<file path="src/rtl/lifegen_pkg.sv">
package lifegen_pkg;

  // Field widths of the stream items
  localparam int ROW_IDX_W = 5;
  localparam int ROW_W     = 64;
  localparam int TDATA_W   = 72;

  // Build-time defaults for the grid size
  localparam int MAX_COLUMNS_DEF = 64;
  localparam int MAX_ROWS_DEF    = 32;
  localparam int ROWS_LIMIT      = 32;

  // Configuration register widths, reset values and port geometry
  localparam int COLS_REG_W = 7;
  localparam int ROWS_REG_W = 6;
  localparam logic [COLS_REG_W-1:0] COLS_RESET = 7'd64;
  localparam logic [ROWS_REG_W-1:0] ROWS_RESET = 6'd32;
  localparam int CFG_AW = 3;
  localparam int CFG_DW = 32;
  localparam int MIN_SIZE = 3;

  // Register indexes, selected by address bit 2
  localparam logic REG_ACTIVE_COLUMNS = 1'b0;
  localparam logic REG_ACTIVE_ROWS    = 1'b1;

  // Item function codes
  localparam logic FUNC_LOAD = 1'b0;
  localparam logic FUNC_STEP = 1'b1;

  // B3/S23 neighbor counts
  localparam logic [3:0] SURVIVE_LOW = 4'd2;
  localparam logic [3:0] BIRTH_COUNT = 4'd3;

  typedef struct packed {
    logic [COLS_REG_W-1:0] active_columns;
    logic [ROWS_REG_W-1:0] active_rows;
  } cfg_t;

endpackage

</file>
<file path="src/rtl/lifegen_regs.sv">
module lifegen_regs (
  input  logic                           clk,
  input  logic                           rst,
  input  logic                           psel,
  input  logic                           penable,
  input  logic                           pwrite,
  input  logic [lifegen_pkg::CFG_AW-1:0] paddr,
  input  logic [lifegen_pkg::CFG_DW-1:0] pwdata,
  output logic [lifegen_pkg::CFG_DW-1:0] prdata,
  output logic                           pready,
  output lifegen_pkg::cfg_t              cfg
);
  import lifegen_pkg::*;

  logic wr_req;

  assign pready = 1'b1;
  assign wr_req = psel && penable && pwrite;

  // Write the selected register on the access cycle
  always_ff @(posedge clk) begin
    if (rst) begin
      cfg.active_columns <= COLS_RESET;
      cfg.active_rows    <= ROWS_RESET;
    end else if (wr_req) begin
      unique case (paddr[2])
        REG_ACTIVE_COLUMNS: cfg.active_columns <= pwdata[COLS_REG_W-1:0];
        REG_ACTIVE_ROWS:    cfg.active_rows    <= pwdata[ROWS_REG_W-1:0];
        default:            cfg.active_rows    <= cfg.active_rows;
      endcase
    end
  end

  // Return the addressed register
  always_comb begin
    unique case (paddr[2])
      REG_ACTIVE_COLUMNS: prdata = CFG_DW'(cfg.active_columns);
      REG_ACTIVE_ROWS:    prdata = CFG_DW'(cfg.active_rows);
      default:            prdata = '0;
    endcase
  end

endmodule

</file>
<file path="src/rtl/lifegen_grid.sv">
module lifegen_grid #(
  parameter int DEPTH = 32,
  parameter int WIDTH = 64,
  parameter int AW    = $clog2(DEPTH)
) (
  input  logic             clk,
  input  logic             rst,
  input  logic             wr_en,
  input  logic [AW-1:0]    wr_addr,
  input  logic [WIDTH-1:0] wr_data,
  input  logic             rd_en,
  input  logic [AW-1:0]    rd_addr,
  output logic [WIDTH-1:0] rd_data
);

  logic [WIDTH-1:0] mem [DEPTH];
  logic [DEPTH-1:0] valid;
  logic [WIDTH-1:0] rd_q;
  logic             rd_v;

  // Store rows; no reset on the array itself
  always_ff @(posedge clk) begin
    if (wr_en) begin
      mem[wr_addr] <= wr_data;
    end
  end

  // Mark written rows; reset makes every row read as dead
  always_ff @(posedge clk) begin
    if (rst) begin
      valid <= '0;
    end else if (wr_en) begin
      valid[wr_addr] <= 1'b1;
    end
  end

  // Register the read row and its valid bit
  always_ff @(posedge clk) begin
    if (rd_en) begin
      rd_q <= mem[rd_addr];
      rd_v <= valid[rd_addr];
    end
  end

  assign rd_data = rd_v ? rd_q : '0;

endmodule

</file>
<file path="src/rtl/lifegen_row_unit.sv">
module lifegen_row_unit #(
  parameter int MAX_COLUMNS = 64,
  parameter int CW          = $clog2(MAX_COLUMNS + 1)
) (
  input  logic [MAX_COLUMNS-1:0] up,
  input  logic [MAX_COLUMNS-1:0] mid,
  input  logic [MAX_COLUMNS-1:0] down,
  input  logic [CW-1:0]          cols,
  output logic [MAX_COLUMNS-1:0] next_row
);
  import lifegen_pkg::*;

  localparam int CIW = $clog2(MAX_COLUMNS);

  logic [CIW-1:0] last_col;
  logic           up_wrap;
  logic           mid_wrap;
  logic           down_wrap;

  // Pick the bits that column zero sees on its left
  assign last_col  = CIW'(cols - CW'(1));
  assign up_wrap   = up[last_col];
  assign mid_wrap  = mid[last_col];
  assign down_wrap = down[last_col];

  for (genvar c = 0; c < MAX_COLUMNS; c++) begin : g_col
    logic       is_last;
    logic       up_l, mid_l, down_l;
    logic       up_r, mid_r, down_r;
    logic [3:0] n;

    assign is_last = (CW'(c) == cols - CW'(1));

    // Left neighbors wrap from the last active column
    if (c == 0) begin : g_left_wrap
      assign up_l   = up_wrap;
      assign mid_l  = mid_wrap;
      assign down_l = down_wrap;
    end else begin : g_left
      assign up_l   = up[c-1];
      assign mid_l  = mid[c-1];
      assign down_l = down[c-1];
    end

    // Right neighbors wrap to column zero
    if (c == MAX_COLUMNS - 1) begin : g_right_wrap
      assign up_r   = up[0];
      assign mid_r  = mid[0];
      assign down_r = down[0];
    end else begin : g_right
      assign up_r   = is_last ? up[0]   : up[c+1];
      assign mid_r  = is_last ? mid[0]  : mid[c+1];
      assign down_r = is_last ? down[0] : down[c+1];
    end

    // Count the eight neighbors and apply B3/S23
    assign n = 4'(up_l) + 4'(up[c]) + 4'(up_r) + 4'(mid_l) + 4'(mid_r)
             + 4'(down_l) + 4'(down[c]) + 4'(down_r);

    assign next_row[c] = (CW'(c) < cols)
                      && ((n == BIRTH_COUNT) || (mid[c] && (n == SURVIVE_LOW)));
  end

endmodule

</file>
<file path="src/rtl/life_automaton_generation.sv">
// A load request is written as it is accepted; the block is ready again on the next cycle.
// A step request reads rows R-1, 0 .. R-1 in turn: the single grid read port
// delivers one row per cycle while the output is not stalled, three reads fill the
// row window, and the row unit then writes one new row and one result per cycle, under the same condition.
// A result held by the master side stalls the step sequence until taken.
// Reset (rst, synchronous) sets 64 columns and 32 rows and marks all rows dead.
module life_automaton_generation #(
  parameter int MAX_COLUMNS = lifegen_pkg::MAX_COLUMNS_DEF,
  parameter int MAX_ROWS    = lifegen_pkg::MAX_ROWS_DEF
) (
  input  logic                            clk,
  input  logic                            rst,
  // APB configuration port
  input  logic                            psel,
  input  logic                            penable,
  input  logic                            pwrite,
  input  logic [lifegen_pkg::CFG_AW-1:0]  paddr,
  input  logic [lifegen_pkg::CFG_DW-1:0]  pwdata,
  output logic [lifegen_pkg::CFG_DW-1:0]  prdata,
  output logic                            pready,
  // Input stream
  input  logic                            s_tvalid,
  output logic                            s_tready,
  input  logic [lifegen_pkg::TDATA_W-1:0] s_tdata,   // row_index[4:0], row_cells[68:5]
  input  logic                            s_tuser,   // func
  // Output stream
  output logic                            m_tvalid,
  input  logic                            m_tready,
  output logic [lifegen_pkg::TDATA_W-1:0] m_tdata,   // out_row_index[4:0], out_row_cells[68:5]
  output logic                            m_tlast    // last_row
);
  import lifegen_pkg::*;

  localparam int DEPTH = (MAX_ROWS < ROWS_LIMIT) ? MAX_ROWS : ROWS_LIMIT;
  localparam int AW    = $clog2(DEPTH);
  localparam int RW    = $clog2(DEPTH + 1);
  localparam int CW    = $clog2(MAX_COLUMNS + 1);
  localparam int LEAD  = 4;
  localparam int SW    = $clog2(DEPTH + LEAD);

  localparam logic ST_IDLE = 1'b0;
  localparam logic ST_STEP = 1'b1;

  cfg_t                   cfg;
  logic                   state;
  logic [SW-1:0]          seq;
  logic [CW-1:0]          cols_eff;
  logic [RW-1:0]          rows_eff;
  logic                   en;
  logic                   in_req;
  logic [ROW_IDX_W-1:0]   in_index;
  logic [ROW_W-1:0]       in_cells;
  logic                   emit;
  logic                   done;
  logic [SW-1:0]          out_pos;
  logic [MAX_COLUMNS-1:0] up;
  logic [MAX_COLUMNS-1:0] mid;
  logic [MAX_COLUMNS-1:0] down;
  logic [MAX_COLUMNS-1:0] row0;
  logic [MAX_COLUMNS-1:0] rd_data;
  logic [MAX_COLUMNS-1:0] new_row;
  logic                   rd_en;
  logic [AW-1:0]          rd_addr;
  logic                   wr_en;
  logic [AW-1:0]          wr_addr;
  logic [MAX_COLUMNS-1:0] wr_data;
  logic [ROW_IDX_W-1:0]   out_index;
  logic [ROW_W-1:0]       out_cells;

  lifegen_regs u_regs (
    .clk     (clk),
    .rst     (rst),
    .psel    (psel),
    .penable (penable),
    .pwrite  (pwrite),
    .paddr   (paddr),
    .pwdata  (pwdata),
    .prdata  (prdata),
    .pready  (pready),
    .cfg     (cfg)
  );

  // Saturate the grid size into its legal range
  always_comb begin
    if (cfg.active_columns < COLS_REG_W'(MIN_SIZE)) begin
      cols_eff = CW'(MIN_SIZE);
    end else if (cfg.active_columns > COLS_REG_W'(MAX_COLUMNS)) begin
      cols_eff = CW'(MAX_COLUMNS);
    end else begin
      cols_eff = CW'(cfg.active_columns);
    end
    if (cfg.active_rows < ROWS_REG_W'(MIN_SIZE)) begin
      rows_eff = RW'(MIN_SIZE);
    end else if (cfg.active_rows > ROWS_REG_W'(DEPTH)) begin
      rows_eff = RW'(DEPTH);
    end else begin
      rows_eff = RW'(cfg.active_rows);
    end
  end

  assign in_index = s_tdata[ROW_IDX_W-1:0];
  assign in_cells = s_tdata[ROW_IDX_W+ROW_W-1:ROW_IDX_W];
  assign s_tready = (state == ST_IDLE);
  assign in_req   = s_tvalid && s_tready;

  // Advance the step only when the output slot can take a row
  assign en      = (state == ST_STEP) && (!m_tvalid || m_tready);
  assign emit    = en && (seq >= SW'(LEAD));
  assign done    = en && (seq == SW'(rows_eff) + SW'(LEAD - 1));
  assign out_pos = seq - SW'(LEAD);

  // Read rows R-1, 0, 1, .. R-1 in turn
  assign rd_en   = en && (seq <= SW'(rows_eff));
  assign rd_addr = (seq == '0) ? AW'(rows_eff - RW'(1)) : AW'(seq - SW'(1));

  // Share the write port between loads and the step write-back
  always_comb begin
    if (state == ST_STEP) begin
      wr_en   = emit;
      wr_addr = AW'(out_pos);
      wr_data = new_row;
    end else begin
      wr_en   = in_req && (s_tuser == FUNC_LOAD)
             && (ROW_IDX_W'(in_index) < ROW_IDX_W'(DEPTH - 1) + ROW_IDX_W'(1) ||
                 DEPTH >= ROWS_LIMIT);
      wr_addr = AW'(in_index);
      wr_data = in_cells[MAX_COLUMNS-1:0];
    end
  end

  lifegen_grid #(
    .DEPTH (DEPTH),
    .WIDTH (MAX_COLUMNS),
    .AW    (AW)
  ) u_grid (
    .clk     (clk),
    .rst     (rst),
    .wr_en   (wr_en),
    .wr_addr (wr_addr),
    .wr_data (wr_data),
    .rd_en   (rd_en),
    .rd_addr (rd_addr),
    .rd_data (rd_data)
  );

  lifegen_row_unit #(
    .MAX_COLUMNS (MAX_COLUMNS),
    .CW          (CW)
  ) u_row_unit (
    .up       (up),
    .mid      (mid),
    .down     (down),
    .cols     (cols_eff),
    .next_row (new_row)
  );

  // Sequence the step
  always_ff @(posedge clk) begin
    if (rst) begin
      state <= ST_IDLE;
      seq   <= '0;
    end else begin
      unique case (state)
        ST_IDLE: begin
          if (in_req && (s_tuser == FUNC_STEP)) begin
            state <= ST_STEP;
            seq   <= '0;
          end
        end
        ST_STEP: begin
          if (done) begin
            state <= ST_IDLE;
          end else if (en) begin
            seq <= seq + SW'(1);
          end
        end
        default: state <= ST_IDLE;
      endcase
    end
  end

  // Slide the three-row window; feed the saved old row 0 at the end
  always_ff @(posedge clk) begin
    if (en) begin
      up   <= mid;
      mid  <= down;
      down <= (seq == SW'(rows_eff) + SW'(LEAD - 2)) ? row0 : rd_data;
      if (seq == SW'(2)) begin
        row0 <= rd_data;
      end
    end
  end

  // Hold the result until the master side takes it
  always_ff @(posedge clk) begin
    if (rst) begin
      m_tvalid <= 1'b0;
    end else if (state == ST_STEP) begin
      if (en) begin
        m_tvalid <= emit;
      end
    end else if (m_tready) begin
      m_tvalid <= 1'b0;
    end
  end

  always_ff @(posedge clk) begin
    if (emit) begin
      out_index <= ROW_IDX_W'(out_pos);
      out_cells <= ROW_W'(new_row);
      m_tlast   <= done;
    end
  end

  assign m_tdata = {{(TDATA_W - ROW_W - ROW_IDX_W){1'b0}}, out_cells, out_index};

endmodule

</file>
<file path="config.mk">
export PLATFORM = sky130hd
export DESIGN_NAME = life_automaton_generation
export DESIGN_NICKNAME = d
export VERILOG_FILES = /design/src/rtl/lifegen_pkg.sv /design/src/rtl/lifegen_regs.sv /design/src/rtl/lifegen_grid.sv /design/src/rtl/lifegen_row_unit.sv /design/src/rtl/life_automaton_generation.sv
export SDC_FILE = /design/constraint.sdc
export NUM_CORES = 2
export LEC_CHECK = 0
export BUFFER_PORTS_ARGS = -buffer_cell sky130_fd_sc_hd__buf_4
export CORE_ASPECT_RATIO = 0.75
export CORE_MARGIN = 4
export CORE_UTILIZATION = 54
export DETAILED_ROUTE_END_ITERATION = 10
export GPL_ROUTABILITY_DRIVEN = 0
export PLACE_DENSITY = 0.76
export SETUP_SLACK_MARGIN = 0.05
export SYNTH_ARGS = -nofsm -noshare
export SYNTH_HDL_FRONTEND = slang
export SYNTH_HIERARCHICAL = 1
export SYNTH_SLANG_ARGS = --single-unit
</file>
<file path="constraint.sdc">
create_clock -name clk -period 9.39 [get_ports clk]
set_input_delay 0.939 -clock clk [delete_from_list [all_inputs] [get_ports clk]]
set_output_delay 0.939 -clock clk [all_outputs]
set_load 0.03 [all_outputs]
</file>
==> flow_metrics.env <==
export IMPL_outcome="finished, final reports clean"
export IMPL_global_route_usage_total_pct=29.3
export IMPL_antenna_found_initial=21
export IMPL_crit_top_cell="sky130_fd_sc_hd__fa_1"
export IMPL_slowest_stage="sky130_fd_sc_hd__a21oi_1"
export IMPL_timing_setup_critical_path_class="reg -> reg"
export IMPL_hold_start="s_tuser"
export IMPL_setup_viol_count_final=0
export IMPL_pwrdens_nw_per_um2=204
export IMPL_sw_pwr_w=0.00628
export IMPL_initial_core_util_pct=54.3
export IMPL_standby_leakage_power_nw=41.1
export IMPL_detailroute_wirelength_met2_um=138000
export IMPL_r2r_slack_ns=1.46
export IMPL_final_fill_count=13834
export IMPL_most_instantiated_flip_flop_cell_in_the_synthesis_netlist="sky130_fd_sc_hd__edfxtp_1"
export IMPL_grt_ovfl_total=0
export IMPL_worst_pin_slew_ns=1.26
export IMPL_min_delay_path_depth=3
export IMPL_io_buffers=163
export IMPL_maxUsedRoutingLayer="met5"
export IMPL_clock_tree_buffer_depth=3
export IMPL_grt_pass1_vias=58168
export IMPL_final_max_slew_violation_count=0
export IMPL_worst_slack_ns=1.46
export IMPL_p_comb_share_pct=12.2
export IMPL_synth_top_cells_by_area="sky130_fd_sc_hd__edfxtp_1 66%, sky130_fd_sc_hd__mux4_2 13%, sky130_fd_sc_hd__fa_1 4.7%"
export IMPL_crit_path_end_kind="flip-flop"
export IMPL_post_route_cells_drive_above_1_share_pct=27.0
export IMPL_final_hpwl_dp_um=176000
export IMPL_seqCellArea_um2=74300
export IMPL_synth_edff_count=2439
export IMPL_clock_skew_final_ns=0.127
export IMPL_power_report_internal_total_w=0.0186
export IMPL_post_drt_wl_per_cell_um=35.1
export IMPL_cts_tree="built"
export IMPL_dieWidth_um=530
export IMPL_critPathRequiredTime_ns=10.00
export IMPL_setup_worst_path_start_class="flip-flop"
export IMPL_pre_cts_setup_slack_ns=1.73
export IMPL_drt_first_iter_violations=10048
export IMPL_cts_buffers=220
export IMPL_ys_warnings_count=6
export IMPL_synth_cell_type_count=94
export IMPL_setup_repair_after_global_routing_missed_its_margin="no"
export IMPL_rr_startpoint="u_regs/cfg[8]"
export IMPL_timing_critical_path_buf_inv=2
export IMPL_chipHeight_um=399
export IMPL_synth_ff_latch_count=2492
export IMPL_placedInstanceArea_um2=115000
export IMPL_post_cts_hold_buffer_count=0
export IMPL_seqPwrFrac_pct=51.8
export IMPL_hp_class="in -> reg"
export IMPL_timing_hold_worst_endpoint="state"
export IMPL_finish_instance_area_um2=122000
export IMPL_synth_top_cell_area_share_pct=66.5
export IMPL_fin_hold_ws_ns=0.337
export IMPL_hold_viol=0
export IMPL_finalCritPeriodShare_pct=84.5
export IMPL_endpoint_of_the_worst_register_to_register_path="u_grid/mem[3][33]"
export IMPL_floorplan_die_area_um2=211000
export IMPL_viasPerCell=6.71
export IMPL_final_cells=8740
export IMPL_cts_setup_buffers=0
export IMPL_route_detailed_drc=0
export IMPL_clock_edge_transition_at_the_registers_on_the_reported_setup_and_hold_paths_ns=0.06
export IMPL_postRouteAntennaNets=0
export IMPL_finalSetupTns_ns=0
export IMPL_final_period_minus_worst_setup_slack_ns=7.93
export IMPL_largest_net_degree_at_the_start_of_global_routing=126
export IMPL_nNetsFinal=6445
export IMPL_dp_cells=8322
export IMPL_grt_pass1_wl_um=437000
export IMPL_netlist_top_cell_by_area="sky130_fd_sc_hd__edfxtp_1"
export IMPL_core_area_um2=203000
export IMPL_critPathArrivalTime_ns=8.54
export IMPL_cpPeakStageDelay_ns=0.73
export IMPL_relSlewSlack_pct=15.1
export IMPL_asyncSetResetFlopFracSynth_pct=0
export IMPL_rr_worst_depth=20
export IMPL_wl_met1_um=112000
export IMPL_clock_share_of_power_pct=36.1
export IMPL_rows=143
export IMPL_avg_synthesized_cell_area_um2=19.6
export IMPL_max_cap_viol_count=0
export IMPL_post_synth_instance_area_um2=110000
export IMPL_numClockSinks=2492
export IMPL_num_vias=58681
export IMPL_synthToLayoutAreaGrowth_pct=10.8
export IMPL_cts_resized=0
export IMPL_sw_frac_of_total_pct=25.3
export IMPL_fmax_mhz=126
export IMPL_route_final_wire_length_um=307000
export IMPL_dr_pass1_iters=7
export IMPL_synth_seq_area_share_pct=67.5
export IMPL_critPathTopFamily="simple AND/OR/NAND/NOR gates"
export IMPL_wl_met3_um=43400
export IMPL_multi_input_comb_area_um2=33900
export IMPL_critical_path_max_fanout=32
export IMPL_ir_worst_vdd_mv=0.211
export IMPL_htreeDepth=4
export IMPL_postSynthCellCount=5611
export IMPL_most_common_cell_in_the_netlist="sky130_fd_sc_hd__edfxtp_1"
export IMPL_ioPinCount=223
export IMPL_ordered_cell_list_for_the_critical_path="nor4_1 -> nor2_1 -> nor2_4 -> inv_1 -> ha_1 -> nor3b_1 -> xnor2_1 -> nand3_2 -> nor2_1 -> mux2i_1 -> fa_1 -> inv_1 -> fa_1 -> ha_1 -> fa_1 -> nor2b_1 -> nor3_1 -> o21ai_0 -> a21oi_1 -> mux2_2"
export IMPL_synth_top_cells_by_count="2439 x sky130_fd_sc_hd__edfxtp_1, 640 x sky130_fd_sc_hd__mux4_2, 256 x sky130_fd_sc_hd__fa_1"
export IMPL_clockRootBuffer="sky130_fd_sc_hd__clkbuf_16"
export IMPL_insertion_delay_ns=0.92
## per-layer routing
metal  up-vias  track usage (%)
met1     30699             42.2
li1      23025                -
met3       599             8.17
met4         4             11.6
met2      4354             42.8
met5         -                0
## area by class of cell
type,instances,share of cell area (%)
clock inverter,141,1.15
clock buffer,267,4.67
antenna,10,0.0205
inverter,219,0.686
multi-input combinational,2636,27.8
sequential,2492,60.9
timing repair buffer,293,2.03
tap,2682,2.75
## metrics by stage
stage	util, %	power, W
6_report	60.2	0.0248
5_1_grt	60.2	0.0257
4_1_cts	60.2	0.0249
3_5_place_dp	56.7	0.0160
3_3_place_gp	56.7	0.0159
2_1_floorplan	-	0.0149
## sequential cells by signal, summed over array words and instances, names as in the netlist, 5 cells and up
signal	cells
out_cells	64
out_index	5
u_grid/valid	32
u_grid/mem	2048
down	64
row0	64
u_regs/cfg	13
u_grid/rd_q	64
seq	6
mid	64
up	64
## kinds of logic after synthesis
logic type | after synthesis | synth area share (%)
AOI/OAI and AO/OA | 392 | 2.37
muxes | 1121 | 18.0
adders and majority gates | 469 | 7.07
buffers and inverters | 509 | 2.17
DFF | 2492 | 67.5
other | 3 | 0.0102
and+or+nand+nor | 608 | 2.81
xor gates and xnor gates | 17 | 0.142
## cells in the final DEF, fill, tap and decap left out, types with 10 or more instances in the layout
cell and count:
sky130_fd_sc_hd__edfxtp_1 2439, sky130_fd_sc_hd__mux4_2 640, sky130_fd_sc_hd__buf_4 271, sky130_fd_sc_hd__fa_1 256, sky130_fd_sc_hd__clkbuf_16 221, sky130_fd_sc_hd__inv_1 214, sky130_fd_sc_hd__ha_1 211, sky130_fd_sc_hd__mux2_2 206
sky130_fd_sc_hd__mux2i_1 201, sky130_fd_sc_hd__nor2_1 142, sky130_fd_sc_hd__nand2_1 119, sky130_fd_sc_hd__o21ai_0 94, sky130_fd_sc_hd__a21oi_1 91, sky130_fd_sc_hd__nand3_1 77, sky130_fd_sc_hd__and2_1 71, sky130_fd_sc_hd__mux2_4 60
sky130_fd_sc_hd__clkinv_1 57, sky130_fd_sc_hd__dfxtp_1 52, sky130_fd_sc_hd__clkbuf_1 46, sky130_fd_sc_hd__clkinv_2 44, sky130_fd_sc_hd__o21a_1 36, sky130_fd_sc_hd__nor2_4 34, sky130_fd_sc_hd__o22ai_1 34, sky130_fd_sc_hd__nand2b_1 31
sky130_fd_sc_hd__nor2_2 30, sky130_fd_sc_hd__conb_1 29, sky130_fd_sc_hd__a221oi_1 24, sky130_fd_sc_hd__nor3_1 23, sky130_fd_sc_hd__o211ai_1 22, sky130_fd_sc_hd__buf_12 22, sky130_fd_sc_hd__bufinv_16 16, sky130_fd_sc_hd__mux2_1 14
sky130_fd_sc_hd__o221ai_1 13, sky130_fd_sc_hd__nand3b_1 13, sky130_fd_sc_hd__clkinv_16 13, sky130_fd_sc_hd__o2111a_1 11, sky130_fd_sc_hd__diode_2 10, sky130_fd_sc_hd__a31oi_1 10
## tightest hold or removal path: cells and delay by family
kind	cells	cell delay, ns
buf+inv	1	0.09
simple gates	1	0.07
compound gates	1	0.06
## how the worst max path moves through the flow
stage	slack, ns	cells after the start	to	startpoint
after global routing	1.0	20	u_grid/mem[1][33]	u_regs/cfg[8]
after CTS	1.65	20	u_grid/mem[1][33]	u_regs/cfg[8]
final	1.46	20	u_grid/mem[3][33]	u_regs/cfg[8]
after global placement	1.88	23	u_grid/mem[22][0]	u_regs/cfg[8]
after floorplan	1.87	8	u_grid/mem[12][0]	m_tready
after detailed placement	1.73	20	u_grid/mem[14][33]	u_regs/cfg[8]
## power by group through the flow
stage / clock [W] / combinational [W] / sequential [W]
after floorplan: 0 / 0.00182 / 0.0130
after global placement: 0 / 0.00278 / 0.0131
after detailed placement: 0 / 0.00293 / 0.0131
after CTS: 0.00904 / 0.00295 / 0.0129
after global routing: 0.00955 / 0.00327 / 0.0129
final: 0.00896 / 0.00302 / 0.0129
Note: power is estimated with default switching activity, not from simulation.
